**src/rtl/aspm_pkg.sv**
```systemverilog
// ----------------------------------------------------------------------------
// aspm_pkg
// Shared widths, constants and controller/datapath interface types for the
// analog stick to pointer motion core.
// ----------------------------------------------------------------------------
package aspm_pkg;

    localparam int SAMPLE_W   = 16;                 // stick and pointer fields
    localparam int DZ_W       = 15;                 // dead zone register
    localparam int MAG_W      = 24;                 // sqrt result, Q16.8
    localparam int MOP_B_W    = 16;                 // multiplier B operand
    localparam int PROD_W     = MAG_W + MOP_B_W;    // multiplier product
    localparam int SQ_W       = 32;                 // x^2 + y^2
    localparam int RAD_W      = SQ_W + 16;          // radicand, sum of squares << 16
    localparam int SREM_W     = MAG_W + 2;          // sqrt partial remainder
    localparam int DEN_W      = PROD_W;             // divisor
    localparam int QUO_W      = 31;                 // quotient, below 2^31
    localparam int NSR_W      = QUO_W;              // low numerator bits fed to divider
    localparam int COMP_W     = QUO_W + 1;          // signed scaled component
    localparam int SUM_W      = COMP_W + 1;         // accumulator plus component
    localparam int SLOW_BITS  = 11;                 // divide by 2048
    localparam int ACC_W      = SLOW_BITS + 1;      // signed sub-pixel remainder
    localparam int STEP_W     = 6;
    localparam int STEP_MAX   = 2**(STEP_W-1) - 1;
    localparam int CNT_W      = 5;
    localparam int SQRT_STEPS = MAG_W;
    localparam int DIV_STEPS  = QUO_W;
    localparam int PADDR_W    = 3;
    localparam int PDATA_W    = 32;
    localparam int FRAC_BITS  = 8;                  // fraction bits of the magnitude
    localparam int NUM_SHIFT  = 15;                 // numerator times full scale

    localparam logic [DZ_W-1:0]    DEAD_ZONE_RESET = 15'd3000;
    localparam logic [MOP_B_W-1:0] FULL_SCALE      = 16'd32768;

    // register index decoded from paddr[2]
    localparam logic REG_DEAD_ZONE = 1'b0;

    typedef enum logic [2:0] {
        MUL_SQX  = 3'd0,
        MUL_SQY  = 3'd1,
        MUL_DEN  = 3'd2,
        MUL_NUMX = 3'd3,
        MUL_NUMY = 3'd4
    } mul_sel_t;

    typedef struct packed {
        logic     load;
        logic     mul_en;
        mul_sel_t mul_sel;
        logic     sq_store;
        logic     sqrt_init;
        logic     sqrt_step;
        logic     den_store;
        logic     div_init;
        logic     div_step;
        logic     cx_store;
        logic     cy_store;
        logic     comp_clear;
        logic     acc_sum;
        logic     out_load;
    } dp_cmd_t;

    typedef struct packed {
        logic dead;
        logic out_free;
    } dp_sts_t;

endpackage

```
**src/rtl/aspm_ctrl.sv**
```systemverilog
// ----------------------------------------------------------------------------
// aspm_ctrl
// Sequencer for one item: squares, square root, dead zone check, two divides
// (skipped inside the dead zone), accumulation and result write.
// ----------------------------------------------------------------------------
module aspm_ctrl (
    input  logic             aclk,
    input  logic             aresetn,
    input  logic             s_valid,
    output logic             s_ready,
    input  aspm_pkg::dp_sts_t sts,
    output aspm_pkg::dp_cmd_t cmd
);

    typedef enum logic [12:0] {
        ST_IDLE = 13'b0000000000001,
        ST_SQX  = 13'b0000000000010,
        ST_SQY  = 13'b0000000000100,
        ST_SUM  = 13'b0000000001000,
        ST_SQRT = 13'b0000000010000,
        ST_CHK  = 13'b0000000100000,
        ST_DEN  = 13'b0000001000000,
        ST_NUMX = 13'b0000010000000,
        ST_DIVX = 13'b0000100000000,
        ST_NUMY = 13'b0001000000000,
        ST_DIVY = 13'b0010000000000,
        ST_CY   = 13'b0100000000000,
        ST_ACC  = 13'b1000000000000
    } state_t;

    // result write shares the idle-return path; see ST_ACC handling below
    state_t                         state_reg, state_next;
    logic [aspm_pkg::CNT_W-1:0]     cnt_reg, cnt_next;
    logic                           out_pend_reg, out_pend_next;

    always_ff @(posedge aclk) begin
        if (!aresetn) begin
            state_reg    <= ST_IDLE;
            cnt_reg      <= '0;
            out_pend_reg <= 1'b0;
        end else begin
            state_reg    <= state_next;
            cnt_reg      <= cnt_next;
            out_pend_reg <= out_pend_next;
        end
    end

    assign s_ready = (state_reg == ST_IDLE) && !out_pend_reg;

    always_comb begin
        state_next    = state_reg;
        cnt_next      = cnt_reg;
        out_pend_next = out_pend_reg;
        cmd           = '0;
        cmd.mul_sel   = aspm_pkg::MUL_SQX;

        case (state_reg)
            ST_IDLE: begin
                // out_pend: accumulated sums wait for the output register
                if (out_pend_reg) begin
                    if (sts.out_free) begin
                        cmd.out_load  = 1'b1;
                        out_pend_next = 1'b0;
                    end
                end else if (s_valid) begin
                    cmd.load   = 1'b1;
                    state_next = ST_SQX;
                end
            end
            ST_SQX: begin
                cmd.mul_en  = 1'b1;
                cmd.mul_sel = aspm_pkg::MUL_SQX;
                state_next  = ST_SQY;
            end
            ST_SQY: begin
                cmd.mul_en   = 1'b1;
                cmd.mul_sel  = aspm_pkg::MUL_SQY;
                cmd.sq_store = 1'b1;
                state_next   = ST_SUM;
            end
            ST_SUM: begin
                cmd.sqrt_init = 1'b1;
                cnt_next      = '0;
                state_next    = ST_SQRT;
            end
            ST_SQRT: begin
                cmd.sqrt_step = 1'b1;
                if (cnt_reg == aspm_pkg::CNT_W'(aspm_pkg::SQRT_STEPS - 1)) begin
                    state_next = ST_CHK;
                end else begin
                    cnt_next = cnt_reg + 1'b1;
                end
            end
            ST_CHK: begin
                if (sts.dead) begin
                    cmd.comp_clear = 1'b1;
                    state_next     = ST_ACC;
                end else begin
                    cmd.mul_en  = 1'b1;
                    cmd.mul_sel = aspm_pkg::MUL_DEN;
                    state_next  = ST_DEN;
                end
            end
            ST_DEN: begin
                cmd.den_store = 1'b1;
                cmd.mul_en    = 1'b1;
                cmd.mul_sel   = aspm_pkg::MUL_NUMX;
                state_next    = ST_NUMX;
            end
            ST_NUMX: begin
                cmd.div_init = 1'b1;
                cmd.mul_en   = 1'b1;
                cmd.mul_sel  = aspm_pkg::MUL_NUMY;
                cnt_next     = '0;
                state_next   = ST_DIVX;
            end
            ST_DIVX: begin
                cmd.div_step = 1'b1;
                if (cnt_reg == aspm_pkg::CNT_W'(aspm_pkg::DIV_STEPS - 1)) begin
                    state_next = ST_NUMY;
                end else begin
                    cnt_next = cnt_reg + 1'b1;
                end
            end
            ST_NUMY: begin
                cmd.cx_store = 1'b1;
                cmd.div_init = 1'b1;
                cnt_next     = '0;
                state_next   = ST_DIVY;
            end
            ST_DIVY: begin
                cmd.div_step = 1'b1;
                if (cnt_reg == aspm_pkg::CNT_W'(aspm_pkg::DIV_STEPS - 1)) begin
                    state_next = ST_CY;
                end else begin
                    cnt_next = cnt_reg + 1'b1;
                end
            end
            ST_CY: begin
                cmd.cy_store = 1'b1;
                state_next   = ST_ACC;
            end
            ST_ACC: begin
                cmd.acc_sum   = 1'b1;
                out_pend_next = 1'b1;
                state_next    = ST_IDLE;
            end
            default: begin
                state_next = ST_IDLE;
            end
        endcase
    end

endmodule

```
**src/rtl/aspm_datapath.sv**
```systemverilog
// ----------------------------------------------------------------------------
// aspm_datapath
// Shared 24x16 multiplier, digit-serial square root, restoring divider,
// sub-pixel accumulators and the result register.
// ----------------------------------------------------------------------------
module aspm_datapath (
    input  logic                                   aclk,
    input  logic                                   aresetn,
    input  aspm_pkg::dp_cmd_t                      cmd,
    output aspm_pkg::dp_sts_t                      sts,
    input  logic [aspm_pkg::DZ_W-1:0]              dead_zone,
    input  logic signed [aspm_pkg::SAMPLE_W-1:0]   s_stick_x,
    input  logic signed [aspm_pkg::SAMPLE_W-1:0]   s_stick_y,
    input  logic signed [aspm_pkg::SAMPLE_W-1:0]   s_pointer_x,
    input  logic signed [aspm_pkg::SAMPLE_W-1:0]   s_pointer_y,
    output logic                                   m_valid,
    input  logic                                   m_ready,
    output logic signed [aspm_pkg::SAMPLE_W-1:0]   m_new_x,
    output logic signed [aspm_pkg::SAMPLE_W-1:0]   m_new_y,
    output logic signed [aspm_pkg::STEP_W-1:0]     m_step_x,
    output logic signed [aspm_pkg::STEP_W-1:0]     m_step_y
);

    typedef struct packed {
        logic signed [aspm_pkg::ACC_W-1:0]    acc;
        logic signed [aspm_pkg::STEP_W-1:0]   step;
        logic signed [aspm_pkg::SAMPLE_W-1:0] pos;
        logic                                 nz;
    } axis_res_t;

    // truncating divide by 2^SLOW_BITS, step and position saturation
    function automatic axis_res_t split_sum(
        input logic signed [aspm_pkg::SUM_W-1:0]    s,
        input logic signed [aspm_pkg::SAMPLE_W-1:0] p
    );
        logic                                          neg;
        logic [aspm_pkg::SUM_W-1:0]                    mag_s;
        logic [aspm_pkg::SUM_W-aspm_pkg::SLOW_BITS-1:0] qa;
        logic [aspm_pkg::SLOW_BITS-1:0]                ra;
        logic [aspm_pkg::STEP_W-1:0]                   ql;
        logic signed [aspm_pkg::STEP_W-1:0]            st;
        logic signed [aspm_pkg::SAMPLE_W:0]            np;
        axis_res_t                                     r;
        neg   = s[aspm_pkg::SUM_W-1];
        mag_s = neg ? aspm_pkg::SUM_W'(-s) : aspm_pkg::SUM_W'(s);
        qa    = mag_s[aspm_pkg::SUM_W-1:aspm_pkg::SLOW_BITS];
        ra    = mag_s[aspm_pkg::SLOW_BITS-1:0];
        ql    = qa[aspm_pkg::STEP_W-1:0];
        if (neg) begin
            if (qa > aspm_pkg::STEP_MAX + 1) begin
                st = $signed(aspm_pkg::STEP_W'(aspm_pkg::STEP_MAX + 1));
            end else begin
                st = $signed(aspm_pkg::STEP_W'(~ql + 1'b1));
            end
            r.acc = $signed(aspm_pkg::ACC_W'(~{1'b0, ra} + 1'b1));
        end else begin
            if (qa > aspm_pkg::STEP_MAX) begin
                st = $signed(aspm_pkg::STEP_W'(aspm_pkg::STEP_MAX));
            end else begin
                st = $signed(ql);
            end
            r.acc = $signed({1'b0, ra});
        end
        np = {p[aspm_pkg::SAMPLE_W-1], p}
           + {{(aspm_pkg::SAMPLE_W + 1 - aspm_pkg::STEP_W){st[aspm_pkg::STEP_W-1]}}, st};
        if (np[aspm_pkg::SAMPLE_W] != np[aspm_pkg::SAMPLE_W-1]) begin
            r.pos = np[aspm_pkg::SAMPLE_W] ? {1'b1, {(aspm_pkg::SAMPLE_W-1){1'b0}}}
                                           : {1'b0, {(aspm_pkg::SAMPLE_W-1){1'b1}}};
        end else begin
            r.pos = np[aspm_pkg::SAMPLE_W-1:0];
        end
        r.step = st;
        r.nz   = (qa != '0);
        return r;
    endfunction

    // captured item
    logic signed [aspm_pkg::SAMPLE_W-1:0] px_reg, py_reg;
    logic                                 negx_reg, negy_reg;
    logic [aspm_pkg::SAMPLE_W-1:0]        ax_reg, ay_reg;

    // multiplier
    logic [aspm_pkg::MAG_W-1:0]    mul_a;
    logic [aspm_pkg::MOP_B_W-1:0]  mul_b;
    logic [aspm_pkg::PROD_W-1:0]   prod_reg;
    logic [aspm_pkg::SQ_W-1:0]     sq_reg;
    logic [aspm_pkg::MOP_B_W-1:0]  dfs;
    logic [aspm_pkg::MAG_W-1:0]    dz_mag;
    logic [aspm_pkg::MAG_W-1:0]    mag_diff;

    // square root
    logic [aspm_pkg::RAD_W-1:0]    rad_reg;
    logic [aspm_pkg::SREM_W-1:0]   srem_reg;
    logic [aspm_pkg::MAG_W-1:0]    root_reg;
    logic [aspm_pkg::SREM_W+1:0]   srem_t;
    logic [aspm_pkg::SREM_W+1:0]   strial;
    logic                          sqrt_ge;

    // divider
    logic [aspm_pkg::DEN_W-1:0]    den_reg;
    logic [aspm_pkg::DEN_W-1:0]    drem_reg;
    logic [aspm_pkg::NSR_W-1:0]    nsr_reg;
    logic [aspm_pkg::QUO_W-1:0]    quot_reg;
    logic [aspm_pkg::DEN_W:0]      drem_t;
    logic                          div_ge;
    logic signed [aspm_pkg::COMP_W-1:0] comp_next;

    // accumulation and result
    logic signed [aspm_pkg::COMP_W-1:0] cx_reg, cy_reg;
    logic signed [aspm_pkg::SUM_W-1:0]  sumx_reg, sumy_reg;
    logic signed [aspm_pkg::ACC_W-1:0]  accx_reg, accy_reg;
    axis_res_t                          resx, resy;
    logic                               m_valid_reg, m_valid_next;
    logic signed [aspm_pkg::SAMPLE_W-1:0] new_x_reg, new_y_reg;
    logic signed [aspm_pkg::STEP_W-1:0]   step_x_reg, step_y_reg;

    assign dfs      = aspm_pkg::FULL_SCALE - {1'b0, dead_zone};
    assign dz_mag   = {1'b0, dead_zone, {aspm_pkg::FRAC_BITS{1'b0}}};
    assign mag_diff = root_reg - dz_mag;

    always_comb begin
        case (cmd.mul_sel)
            aspm_pkg::MUL_SQX: begin
                mul_a = aspm_pkg::MAG_W'(ax_reg);
                mul_b = ax_reg;
            end
            aspm_pkg::MUL_SQY: begin
                mul_a = aspm_pkg::MAG_W'(ay_reg);
                mul_b = ay_reg;
            end
            aspm_pkg::MUL_DEN: begin
                mul_a = root_reg;
                mul_b = dfs;
            end
            aspm_pkg::MUL_NUMX: begin
                mul_a = mag_diff;
                mul_b = ax_reg;
            end
            aspm_pkg::MUL_NUMY: begin
                mul_a = mag_diff;
                mul_b = ay_reg;
            end
            default: begin
                mul_a = '0;
                mul_b = '0;
            end
        endcase
    end

    // one result bit per step: bring down two radicand bits, try 4r+1
    assign srem_t  = {srem_reg, rad_reg[aspm_pkg::RAD_W-1 -: 2]};
    assign strial  = {2'b00, root_reg, 2'b01};
    assign sqrt_ge = (srem_t >= strial);

    assign drem_t  = {drem_reg, nsr_reg[aspm_pkg::NSR_W-1]};
    assign div_ge  = (drem_t >= {1'b0, den_reg});

    assign comp_next = {1'b0, quot_reg};

    assign sts.dead     = (root_reg == '0) || (root_reg < dz_mag);
    assign sts.out_free = !m_valid_reg || m_ready;

    always_ff @(posedge aclk) begin
        if (cmd.load) begin
            px_reg   <= s_pointer_x;
            py_reg   <= s_pointer_y;
            negx_reg <= s_stick_x[aspm_pkg::SAMPLE_W-1];
            negy_reg <= s_stick_y[aspm_pkg::SAMPLE_W-1];
            ax_reg   <= s_stick_x[aspm_pkg::SAMPLE_W-1] ? aspm_pkg::SAMPLE_W'(-s_stick_x)
                                                        : s_stick_x;
            ay_reg   <= s_stick_y[aspm_pkg::SAMPLE_W-1] ? aspm_pkg::SAMPLE_W'(-s_stick_y)
                                                        : s_stick_y;
        end
        if (cmd.mul_en) begin
            prod_reg <= aspm_pkg::PROD_W'(mul_a) * aspm_pkg::PROD_W'(mul_b);
        end
        if (cmd.sq_store) begin
            sq_reg <= prod_reg[aspm_pkg::SQ_W-1:0];
        end
        if (cmd.sqrt_init) begin
            rad_reg  <= {sq_reg + prod_reg[aspm_pkg::SQ_W-1:0], 16'h0000};
            srem_reg <= '0;
            root_reg <= '0;
        end else if (cmd.sqrt_step) begin
            rad_reg  <= {rad_reg[aspm_pkg::RAD_W-3:0], 2'b00};
            srem_reg <= sqrt_ge ? aspm_pkg::SREM_W'(srem_t - strial)
                                : aspm_pkg::SREM_W'(srem_t);
            root_reg <= {root_reg[aspm_pkg::MAG_W-2:0], sqrt_ge};
        end
        if (cmd.den_store) begin
            den_reg <= prod_reg;
        end
        // numerator = product << 15; quotient fits 31 bits, so the top part
        // already lies below the divisor
        if (cmd.div_init) begin
            drem_reg <= aspm_pkg::DEN_W'(prod_reg[aspm_pkg::PROD_W-1:
                                                  aspm_pkg::NSR_W - aspm_pkg::NUM_SHIFT]);
            nsr_reg  <= {prod_reg[aspm_pkg::NSR_W-aspm_pkg::NUM_SHIFT-1:0],
                         {aspm_pkg::NUM_SHIFT{1'b0}}};
            quot_reg <= '0;
        end else if (cmd.div_step) begin
            drem_reg <= div_ge ? aspm_pkg::DEN_W'(drem_t - {1'b0, den_reg})
                               : aspm_pkg::DEN_W'(drem_t);
            nsr_reg  <= {nsr_reg[aspm_pkg::NSR_W-2:0], 1'b0};
            quot_reg <= {quot_reg[aspm_pkg::QUO_W-2:0], div_ge};
        end
        if (cmd.comp_clear) begin
            cx_reg <= '0;
        end else if (cmd.cx_store) begin
            cx_reg <= negx_reg ? -comp_next : comp_next;
        end
        if (cmd.comp_clear) begin
            cy_reg <= '0;
        end else if (cmd.cy_store) begin
            cy_reg <= negy_reg ? -comp_next : comp_next;
        end
        if (cmd.acc_sum) begin
            sumx_reg <= aspm_pkg::SUM_W'(accx_reg) + aspm_pkg::SUM_W'(cx_reg);
            sumy_reg <= aspm_pkg::SUM_W'(accy_reg) + aspm_pkg::SUM_W'(cy_reg);
        end
        if (cmd.out_load) begin
            new_x_reg  <= resx.pos;
            new_y_reg  <= resy.pos;
            step_x_reg <= resx.step;
            step_y_reg <= resy.step;
        end
    end

    assign resx = split_sum(sumx_reg, px_reg);
    assign resy = split_sum(sumy_reg, py_reg);

    always_comb begin
        m_valid_next = m_valid_reg;
        if (cmd.out_load) begin
            m_valid_next = resx.nz || resy.nz;
        end else if (m_ready) begin
            m_valid_next = 1'b0;
        end
    end

    always_ff @(posedge aclk) begin
        if (!aresetn) begin
            m_valid_reg <= 1'b0;
            accx_reg    <= '0;
            accy_reg    <= '0;
        end else begin
            m_valid_reg <= m_valid_next;
            if (cmd.out_load) begin
                accx_reg <= resx.acc;
                accy_reg <= resy.acc;
            end
        end
    end

    assign m_valid  = m_valid_reg;
    assign m_new_x  = new_x_reg;
    assign m_new_y  = new_y_reg;
    assign m_step_x = step_x_reg;
    assign m_step_y = step_y_reg;

endmodule

```
**src/rtl/analog_stick_to_pointer_motion_core.sv**
```systemverilog
// ----------------------------------------------------------------------------
// analog_stick_to_pointer_motion_core
// Radial rescaled dead zone on a stick sample, sub-pixel accumulation and
// saturated pointer update.
// ----------------------------------------------------------------------------
// Usage:
//   Input channel s_*: one stick sample pair plus the current pointer
//   position per transaction. Output channel m_*: new pointer position and
//   whole-pixel step; a transaction is produced only when a step is nonzero.
//   APB port: register 0 (byte address 0) holds the 15-bit dead zone.
// Sequencing:
//   One item at a time. The sequencer runs an item to the accumulated sums,
//   then loads the result register once it is free; the next item is
//   accepted in the cycle after that load. Inside the dead zone the two
//   divides are skipped. The time is set by the bit-serial square root
//   (24 steps) and two 31-step restoring divides that share one multiplier
//   and one divider.
// Reset:
//   Synchronous, active low. Clears the accumulators and the result valid,
//   and sets the dead zone to 3000.
// Stall:
//   A finished item waits in the sequencer until the result register is
//   free; no input is taken meanwhile.
// ----------------------------------------------------------------------------
module analog_stick_to_pointer_motion_core (
    input  logic                                 aclk,
    input  logic                                 aresetn,
    input  logic                                 s_valid,
    output logic                                 s_ready,
    input  logic signed [aspm_pkg::SAMPLE_W-1:0] s_stick_x,
    input  logic signed [aspm_pkg::SAMPLE_W-1:0] s_stick_y,
    input  logic signed [aspm_pkg::SAMPLE_W-1:0] s_pointer_x,
    input  logic signed [aspm_pkg::SAMPLE_W-1:0] s_pointer_y,
    output logic                                 m_valid,
    input  logic                                 m_ready,
    output logic signed [aspm_pkg::SAMPLE_W-1:0] m_new_x,
    output logic signed [aspm_pkg::SAMPLE_W-1:0] m_new_y,
    output logic signed [aspm_pkg::STEP_W-1:0]   m_step_x,
    output logic signed [aspm_pkg::STEP_W-1:0]   m_step_y,
    input  logic                                 psel,
    input  logic                                 penable,
    input  logic                                 pwrite,
    input  logic [aspm_pkg::PADDR_W-1:0]         paddr,
    input  logic [aspm_pkg::PDATA_W-1:0]         pwdata,
    output logic [aspm_pkg::PDATA_W-1:0]         prdata,
    output logic                                 pready
);

    aspm_pkg::dp_cmd_t              cmd;
    aspm_pkg::dp_sts_t              sts;
    logic [aspm_pkg::DZ_W-1:0]      dead_zone_reg;
    logic                           reg_sel;

    assign pready  = 1'b1;
    assign reg_sel = (paddr[2] == aspm_pkg::REG_DEAD_ZONE);

    always_ff @(posedge aclk) begin
        if (!aresetn) begin
            dead_zone_reg <= aspm_pkg::DEAD_ZONE_RESET;
        end else if (psel && penable && pwrite && pready && reg_sel) begin
            dead_zone_reg <= pwdata[aspm_pkg::DZ_W-1:0];
        end
    end

    assign prdata = reg_sel ? aspm_pkg::PDATA_W'(dead_zone_reg) : '0;

    aspm_ctrl u_ctrl (
        .aclk    (aclk),
        .aresetn (aresetn),
        .s_valid (s_valid),
        .s_ready (s_ready),
        .sts     (sts),
        .cmd     (cmd)
    );

    aspm_datapath u_dp (
        .aclk        (aclk),
        .aresetn     (aresetn),
        .cmd         (cmd),
        .sts         (sts),
        .dead_zone   (dead_zone_reg),
        .s_stick_x   (s_stick_x),
        .s_stick_y   (s_stick_y),
        .s_pointer_x (s_pointer_x),
        .s_pointer_y (s_pointer_y),
        .m_valid     (m_valid),
        .m_ready     (m_ready),
        .m_new_x     (m_new_x),
        .m_new_y     (m_new_y),
        .m_step_x    (m_step_x),
        .m_step_y    (m_step_y)
    );

endmodule

```
**config.mk**
```make
export PLATFORM = sky130hd
export DESIGN_NAME = analog_stick_to_pointer_motion_core
export DESIGN_NICKNAME = d
export VERILOG_FILES = /design/src/rtl/aspm_pkg.sv /design/src/rtl/aspm_ctrl.sv /design/src/rtl/aspm_datapath.sv /design/src/rtl/analog_stick_to_pointer_motion_core.sv
export SDC_FILE = /design/constraint.sdc
export NUM_CORES = 2
export LEC_CHECK = 0
export ABC_AREA = 1
export BUFFER_PORTS_ARGS = -buffer_cell sky130_fd_sc_hd__buf_2
export CORE_UTILIZATION = 47
export CTS_CLUSTER_SIZE = 28
export DETAILED_ROUTE_END_ITERATION = 10
export PLACE_DENSITY = 0.71
export SLEW_MARGIN = 40
export SYNTH_ARGS = -nofsm -noshare
export SYNTH_HDL_FRONTEND = slang
export SYNTH_SLANG_ARGS = --single-unit
```
**constraint.sdc**
```tcl
create_clock -name aclk -period 9 [get_ports aclk]
set_input_delay 0.9 -clock aclk [delete_from_list [all_inputs] [get_ports aclk]]
set_output_delay 0.9 -clock aclk [all_outputs]
set_load 0.02 [all_outputs]
```
==> qor.csv <==
metric,value,unit
placed cells,8044,
H-tree levels,3,
Setup TNS,0,ps
die span in y,331,um
critical path class,register to register,
worst path bufs/invs,11,
crit-path max cell delay,550,ps
deepest clock path buffer count,3,
Post-synth top cells,"nand2_1 (1545), inv_1 (1094), nor2_1 (618)",
DIE AREA,109000,um2
mapped cell area,50800,um2
PortBufs,147,
Core Region,107000,um2
CTS tree,built,
slew margin rel.,44.1,%
status,"complete, no violations",
post-synthesis async set-or-reset flop share,0,%
Vias/cell,5.43,
Post-synth top flop,edfxtp_1,
Syn. warnings,0,
Slew Limit Fails,0,
drt total wl,143000,um
final clock period utilization by the worst path,94.8,%
Max Cap Viol,0,
DR pass1 iterations,8,
Vias,44459,
mean post-synth cell area,7.70,um2
clk slew on worst S/H paths,60,ps
multi-input logic area,30700,um2
Die Wd,331,um
Final Non-Filler Cells,8183,
total grt overflow,0,
Site Rows,120,
layout cells sized above 1,6.70,%
Wirelength per Cell,17.5,um
Clock Skew,23.7,ps
final count of hold timing violations,0,
FILL cells,10208,
Critical Path RT,9370,ps
top-area cell type share of the netlist area,21.3,%
fin crit period,8530,ps
Layout Nets,7478,
"count leader, synth",nand2_1,
"Slowest-stage cell, CP",fa_1,
Syn-to-layout area delta,9.27,%
ANT nets after route,0,
Synth cell types,68,
Num Clock Sinks,580,
DR iter-0 viols,3424,
worst r2r src,u_dp.root_reg[8]$_SDFFE_PN0P_,
Top Ports,185,
CTS buffer count,68,
final setup fails,0,
routability cong.,0.987,
Post-synth EDFFs,360,
Worst Hold Launch,s_pointer_y[0],
Starting Density,47.4,%
vias in the first global route,43859,
initial antenna violation count,5,
critical path launch point type,register,
Clock Tree Root,clkbuf_16,
cell mode on critical path,fa_1,
synthesis-stage register bit count,580,
CP top delay family,adder cells,
Worst-Skew Late Latency,640,ps
"area leader, netlist",edfxtp_1,
register area,15200,um2
CP Max Fanout,23,
type of the tightest min-delay check,input pin to register,
HPWL after DPL,112000,um
crit path capture type,register,
WP data arrival,8910,ps
RSZ-0062 raised after global routing,false,
fmax,0.117,GHz
sequential-to-total area share from yosys stat,29.9,%
Synth area leaders,"edfxtp_1 (21%), fa_1 (12%), nand2_1 (11%)",
largest net degree at the start of global routing,68,
GRT Util Overall,26.4,%
worst setup path startpoint,u_dp.root_reg[8]$_SDFFE_PN0P_,
global-route wire length before repair,230000,um
Slew @ Worst Pin,834,ps
Residual DRC,0,
Cells after Synth,6602,
cell usage in the layout (no fill, tap or decap), types with 20 or more instances in the layout:
cell,count
inv_1,1089
nand3_1,290
xor2_1,177
clkbuf_16,72
o21a_1,20
nor2_1,617
buf_2,147
fa_1,313
nand2_1,1543
nand4_1,70
dfxtp_1,218
a31oi_1,43
nor4_1,32
ha_1,332
a21o_1,36
o21ai_0,337
o22ai_1,23
a21oi_1,384
edfxtp_1,360
or2_2,25
xnor2_1,100
o21bai_1,44
nor3_1,83
buf_4,63
o211ai_1,63
inv_2,21
layout make-up:
class,instances,area share [%]
Clock buffer,95,3.58
Antenna cell,2,0.00901
Sequential cell,580,27.4
Inverter,1121,7.61
Timing Repair Buffer,218,2.41
Multi-Input combinational cell,4738,55.3
Clock inverter,26,0.554
Tap cell,1403,3.16
per-stage QoR:
stage | cell area [um2] | hold slack [ps] | setup slack [ps] | util, %
floorplan | 50900 | 418 | 1250 | -
global placement | 52900 | 433 | 409 | 49.4
detailed placement | 52900 | 440 | 299 | 49.4
CTS | 55200 | 398 | 249 | 51.5
global route | 55500 | 425 | 18.8 | 51.8
finish | 55500 | 440 | 467 | 51.8
final timing paths:
| kind | to | slack (ps) | cells past startpoint |
|---|---|---|---|
| worst min register to register | u_dp.srem_reg[24]$_SDFFE_PN0P_ | 460 | 2 |
| worst min-delay path | u_dp.py_reg[0]$_DFFE_PP_ | 440 | 1 |
| worst max-delay path | u_dp.prod_reg[34]$_DFFE_PP_ | 470 | 36 |
| worst max register to register | u_dp.prod_reg[34]$_DFFE_PP_ | 470 | 36 |
cells by family after synthesis:
family	count (synthesis)	synth area share, %
other	2	0.0148
xor gates and xnor gates	277	4.77
DFF	580	29.9
AOI/OAI and AO/OA	1051	12.1
adders and majority gates	645	20.5
buffers and inverters	1300	10.1
and+or+nand+nor	2747	22.6
routing by layer:
metal  wire, um  GRT usage (%)  share of wire (%)
met5         39              0              0.027
met4       5010           9.46                3.5
met3       9180           3.46                6.4
met2      68000           45.6                 48
met1      60800           33.6                 43
timing repair:
action	4_1_cts	5_1_grt
hold buffers	0	0
setup buffers	0	15
gates resized for setup	0	30
setup endpoints to repair	0	17
Power is not shown: default switching activity piles up to over one toggle a cycle in this logic, so the estimate is an artifact.
